File: src/sv/lec_pkg.sv
package lec_pkg;

   localparam int TAPS           = 320;
   localparam int COEF_FRAC_BITS = 32;
   localparam int COEF_WIDTH     = 40;
   localparam int SAMPLE_W       = 16;
   localparam int ACC_W          = 64;
   localparam int SHIFT_W        = 6;
   localparam int UPD_W          = 2 * SAMPLE_W;
   localparam int PROD_W         = COEF_WIDTH + SAMPLE_W;
   localparam int ADDR_W         = $clog2(TAPS);
   localparam int CNT_W          = $clog2(TAPS + 1);
   localparam int CSR_AW         = 3;
   localparam int CSR_DW         = 32;
   localparam int CSR_IW         = CSR_AW - 2;

   localparam logic [SHIFT_W-1:0] SHIFT_RESET      = SHIFT_W'(8);
   localparam logic [CSR_IW-1:0]  REG_UPDATE_SHIFT = CSR_IW'(0);

   typedef enum logic [2:0] {
      ST_CLEAR,
      ST_IDLE,
      ST_MAC,
      ST_ERR_SUB,
      ST_ERR_RND,
      ST_UPD,
      ST_DONE
   } state_type;

   typedef struct packed {
      logic                         valid;
      logic [ADDR_W-1:0]            addr;
      logic signed [COEF_WIDTH-1:0] coef;
   } tap_tag_type;

endpackage

File: src/sv/lec_mul.sv
module lec_mul import lec_pkg::*; (
   input  logic                         clock,
   input  logic                         reset,
   input  tap_tag_type                  tag_in,
   input  logic signed [COEF_WIDTH-1:0] op_a,
   input  logic signed [SAMPLE_W-1:0]   op_b,
   output tap_tag_type                  tag_out,
   output logic signed [PROD_W-1:0]     prod
);

   tap_tag_type              tag_ff;
   logic signed [PROD_W-1:0] prod_ff;
   logic signed [PROD_W-1:0] prod_in;

   assign prod_in = PROD_W'(op_a * op_b);

   always_ff @(posedge clock) begin
      if (reset) begin
         tag_ff <= '0;
      end else begin
         tag_ff <= tag_in;
      end
   end

   always_ff @(posedge clock) begin
      prod_ff <= prod_in;
   end

   assign tag_out = tag_ff;
   assign prod    = prod_ff;

endmodule

File: config.mk
export PLATFORM = sky130hd
export DESIGN_NAME = lec_mul
export DESIGN_NICKNAME = d
export VERILOG_FILES = /design/src/sv/lec_pkg.sv /design/src/sv/lec_mul.sv
export SDC_FILE = /design/constraint.sdc
export NUM_CORES = 2
export LEC_CHECK = 0
export BUFFER_PORTS_ARGS = -buffer_cell sky130_fd_sc_hd__buf_4
export CORE_ASPECT_RATIO = 1.25
export CORE_UTILIZATION = 41
export DETAILED_ROUTE_END_ITERATION = 8
export HOLD_SLACK_MARGIN = 0.1
export SLEW_MARGIN = 10
export SYNTH_ARGS = -nofsm -noshare
export SYNTH_HDL_FRONTEND = slang
export SYNTH_SLANG_ARGS = --single-unit
File: constraint.sdc
create_clock -name clock -period 13.3 [get_ports clock]
set_input_delay 2.66 -clock clock [delete_from_list [all_inputs] [get_ports clock]]
set_output_delay 2.66 -clock clock [all_outputs]
set_load 0.01 [all_outputs]
==> flow_metrics.py <==
metrics = {
    "sta": {
        "rsz0062_at_grt": "false",
        "finalSetupViolations": 0,
        "hold_viol_final": 0,
        "worst_pin_slew_ns": 0.9728,
        "min_period_over_period_pct": 73.04,
        "max_freq_mhz": 102.9,
        "drv_slew": 0,
        "slew_headroom_pct": 34.76,
        "finalCriticalPeriod_ns": 9.715,
        "fin_tns_setup_ns": 0,
    },
    "worst_setup_path": {
        "cp.required_ns": 13.60,
        "critPathArrivalTime_ns": 10.01,
        "critical_path_class": "primary input to register",
        "start_kind": "primary input",
        "end_kind": "register",
        "cp_max_fo": 22,
    },
    "hold_path": {
        "hold_class": "primary input to register",
        "hold_depth": 2,
    },
    "layout": {
        "multiInputGateArea_um2": 19340,
        "most-common-layout-cells": "inv_1 (734), fa_1 (598), nand2_1 (438)",
        "drive_gt1_share_pct": 8.435,
        "regArea_um2": 2122,
        "syn2layout_area_growth_pct": 9.623,
        "nNetsFinal": 3712,
        "n_fill_cell": 5777,
        "layout_commonest_cell": "inv_1",
    },
    "grt": {
        "grt_pass1_wl_mm": 115.6,
        "grt_pass1_vias": 21020,
        "track_usage_pct": 24.46,
        "grt_max_degree": 51,
        "antenna_found_initial": 0,
        "overflow": 0,
    },
    "job": {
        "cap_violations": 0,
    },
    "synthesis": {
        "syn_nets": 3610,
        "synth_edf_count": 0,
        "avgSynthCellArea_um2": 8.915,
        "synth_cell_type_count": 65,
        "yosysTopAreaCell": "fa_1",
        "synth.top_cell.area_share_pct": 48.41,
        "ys.warnings.count": 0,
        "synth_seq_area_share_pct": 8.580,
        "synth_ff_type": "dfxtp_1",
        "async_flop_share_pct": 0,
        "synthTopCellsByArea": "fa_1 (48%), inv_1 (11%), dfxtp_1 (8.6%)",
        "syn_area_um2": 24730,
        "netlist_instances": 2774,
        "ys_seq_elements": 106,
    },
    "clock_tree": {
        "cts_tree": "done",
        "cts-root-buf": "clkbuf_16",
        "numClockSinks": 106,
        "cts_buffers": 9,
        "h-tree-depth": 3,
        "clockBufferDepth": 2,
        "cts.clk_slew.worst_paths_ns": 0.11,
        "cts_setup_buffers": 0,
        "cts-hold-fix-buffers": 0,
        "post_cts_resized": 0,
    },
    "placement": {
        "place_congestion": 0.9297,
        "io_buffer_count": 213,
        "place_hpwl_mm": 55.17,
    },
    "detailed_routing": {
        "ant_nets": 0,
        "avgViaCountPerCell": 5.112,
        "vias": 18650,
        "first_pass_iters": 7,
        "drt-total-wl_mm": 70.58,
        "drcViolationCount": 0,
        "post_drt_wl_per_cell_um": 19.35,
        "first_iter_violations": 944,
    },
    "outcome": {
        "outcome": "complete, no violations",
    },
    "floorplanning": {
        "initial_core_util_pct": 41.53,
        "pin_count": 214,
        "rows": 100,
        "fp.dieArea_um2": 61310,
        "core_area_um2": 59560,
        "die_h_um": 276.6,
        "die_w_um": 221.7,
    },
}
[routing by layer]
metal	GRT usage (%)	part of all wire, %
met1	28.78	38
met2	44.85	53
met3	3.183	5.3
met4	9.633	4.1
met5	0	0
[cell usage after synthesis (all sizes together) (2+ instances only)]
| cell | number |
|---|---|
| a311oi | 2 |
| a211o | 2 |
| xnor2 | 41 |
| nand2 | 438 |
| and2 | 208 |
| nor3b | 3 |
| mux2i | 2 |
| a22oi | 2 |
| a2111oi | 4 |
| a221oi | 4 |
| a31oi | 4 |
| a21oi | 60 |
| nand2b | 9 |
| o21bai | 8 |
| fa | 598 |
| nor4 | 5 |
| nor3 | 11 |
| or2 | 2 |
| o2111ai | 2 |
| o21ai | 29 |
| o211ai | 7 |
| a21o | 37 |
| o21a | 11 |
| nand3 | 10 |
| o31a | 2 |
| o31ai | 7 |
| a31o | 3 |
| nand4 | 4 |
| nor2 | 67 |
| and3 | 5 |
| ha | 130 |
| nor2b | 57 |
| and4 | 3 |
| a211oi | 7 |
| inv | 736 |
| dfxtp | 106 |
| clkbuf | 122 |
| xor2 | 12 |
[sequential cells by signal, summed over array words and instances, names as in the netlist]
name	count
prod	56
tag_out	50
[critical path, stage by stage]
cell	delay, ns
buf_4	0.33
buf_4	0.35
nand2_1	0.12
fa_1	0.47
fa_1	0.53
fa_1	0.51
inv_1	0.06
fa_1	0.50
fa_1	0.49
inv_1	0.05
fa_1	0.47
inv_1	0.04
ha_1	0.35
a21oi_1	0.17
o21ai_1	0.08
a211oi_1	0.82
a21oi_1	0.31
o21ai_1	0.76
a21oi_1	0.28
o211ai_1	0.26
mux2i_1	0.25
nand3_1	0.09
[layout make-up]
type	count	share of cell area [%]
clock inverters	7	0.3092
multi-input cells	1807	71.33
well taps	765	3.531
clock buffers	9	0.8307
diodes	1	0.009230
flip-flops and latches	106	7.827
repair buffers	215	5.953
inverters	737	10.21
[cells by family after synthesis]
group	Yosys count	share of synthesized area, %
fa+ha+maj	728	54.98
buf+inv	861	13.23
simple gates	825	15.74
compound gates	198	5.464
xor+xnor	53	1.877
mux	3	0.1265
flops	106	8.580
[per-stage QoR]
stage                     setup slack [ns]  hold slack, ns  cells  area (µm²)  utilization, %
after floorplan                      4.869           2.787   2774       24730               -
after global placement               3.276           2.869   3630       26800           45.00
after detailed placement             3.224           2.876   3630       26800           45.00
after CTS                            3.651           2.433   3646       27110           45.52
after global routing                 3.387           2.439   3646       27110           45.52
final                                3.585           2.454   3647       27110           45.52
[worst paths after layout]
| check | startpoint | to | slack (ns) |
|---|---|---|---|
| setup / recovery | op_b[3] | prod[49]$_DFF_P_ | 3.59 |
| hold / removal | tag_in[31] | tag_out[31]$_SDFF_PP0_ | 2.45 |
Power is left out: the tool's default activity adds up to more than one toggle a clock period on the data nets, which glitch-free logic cannot reach.
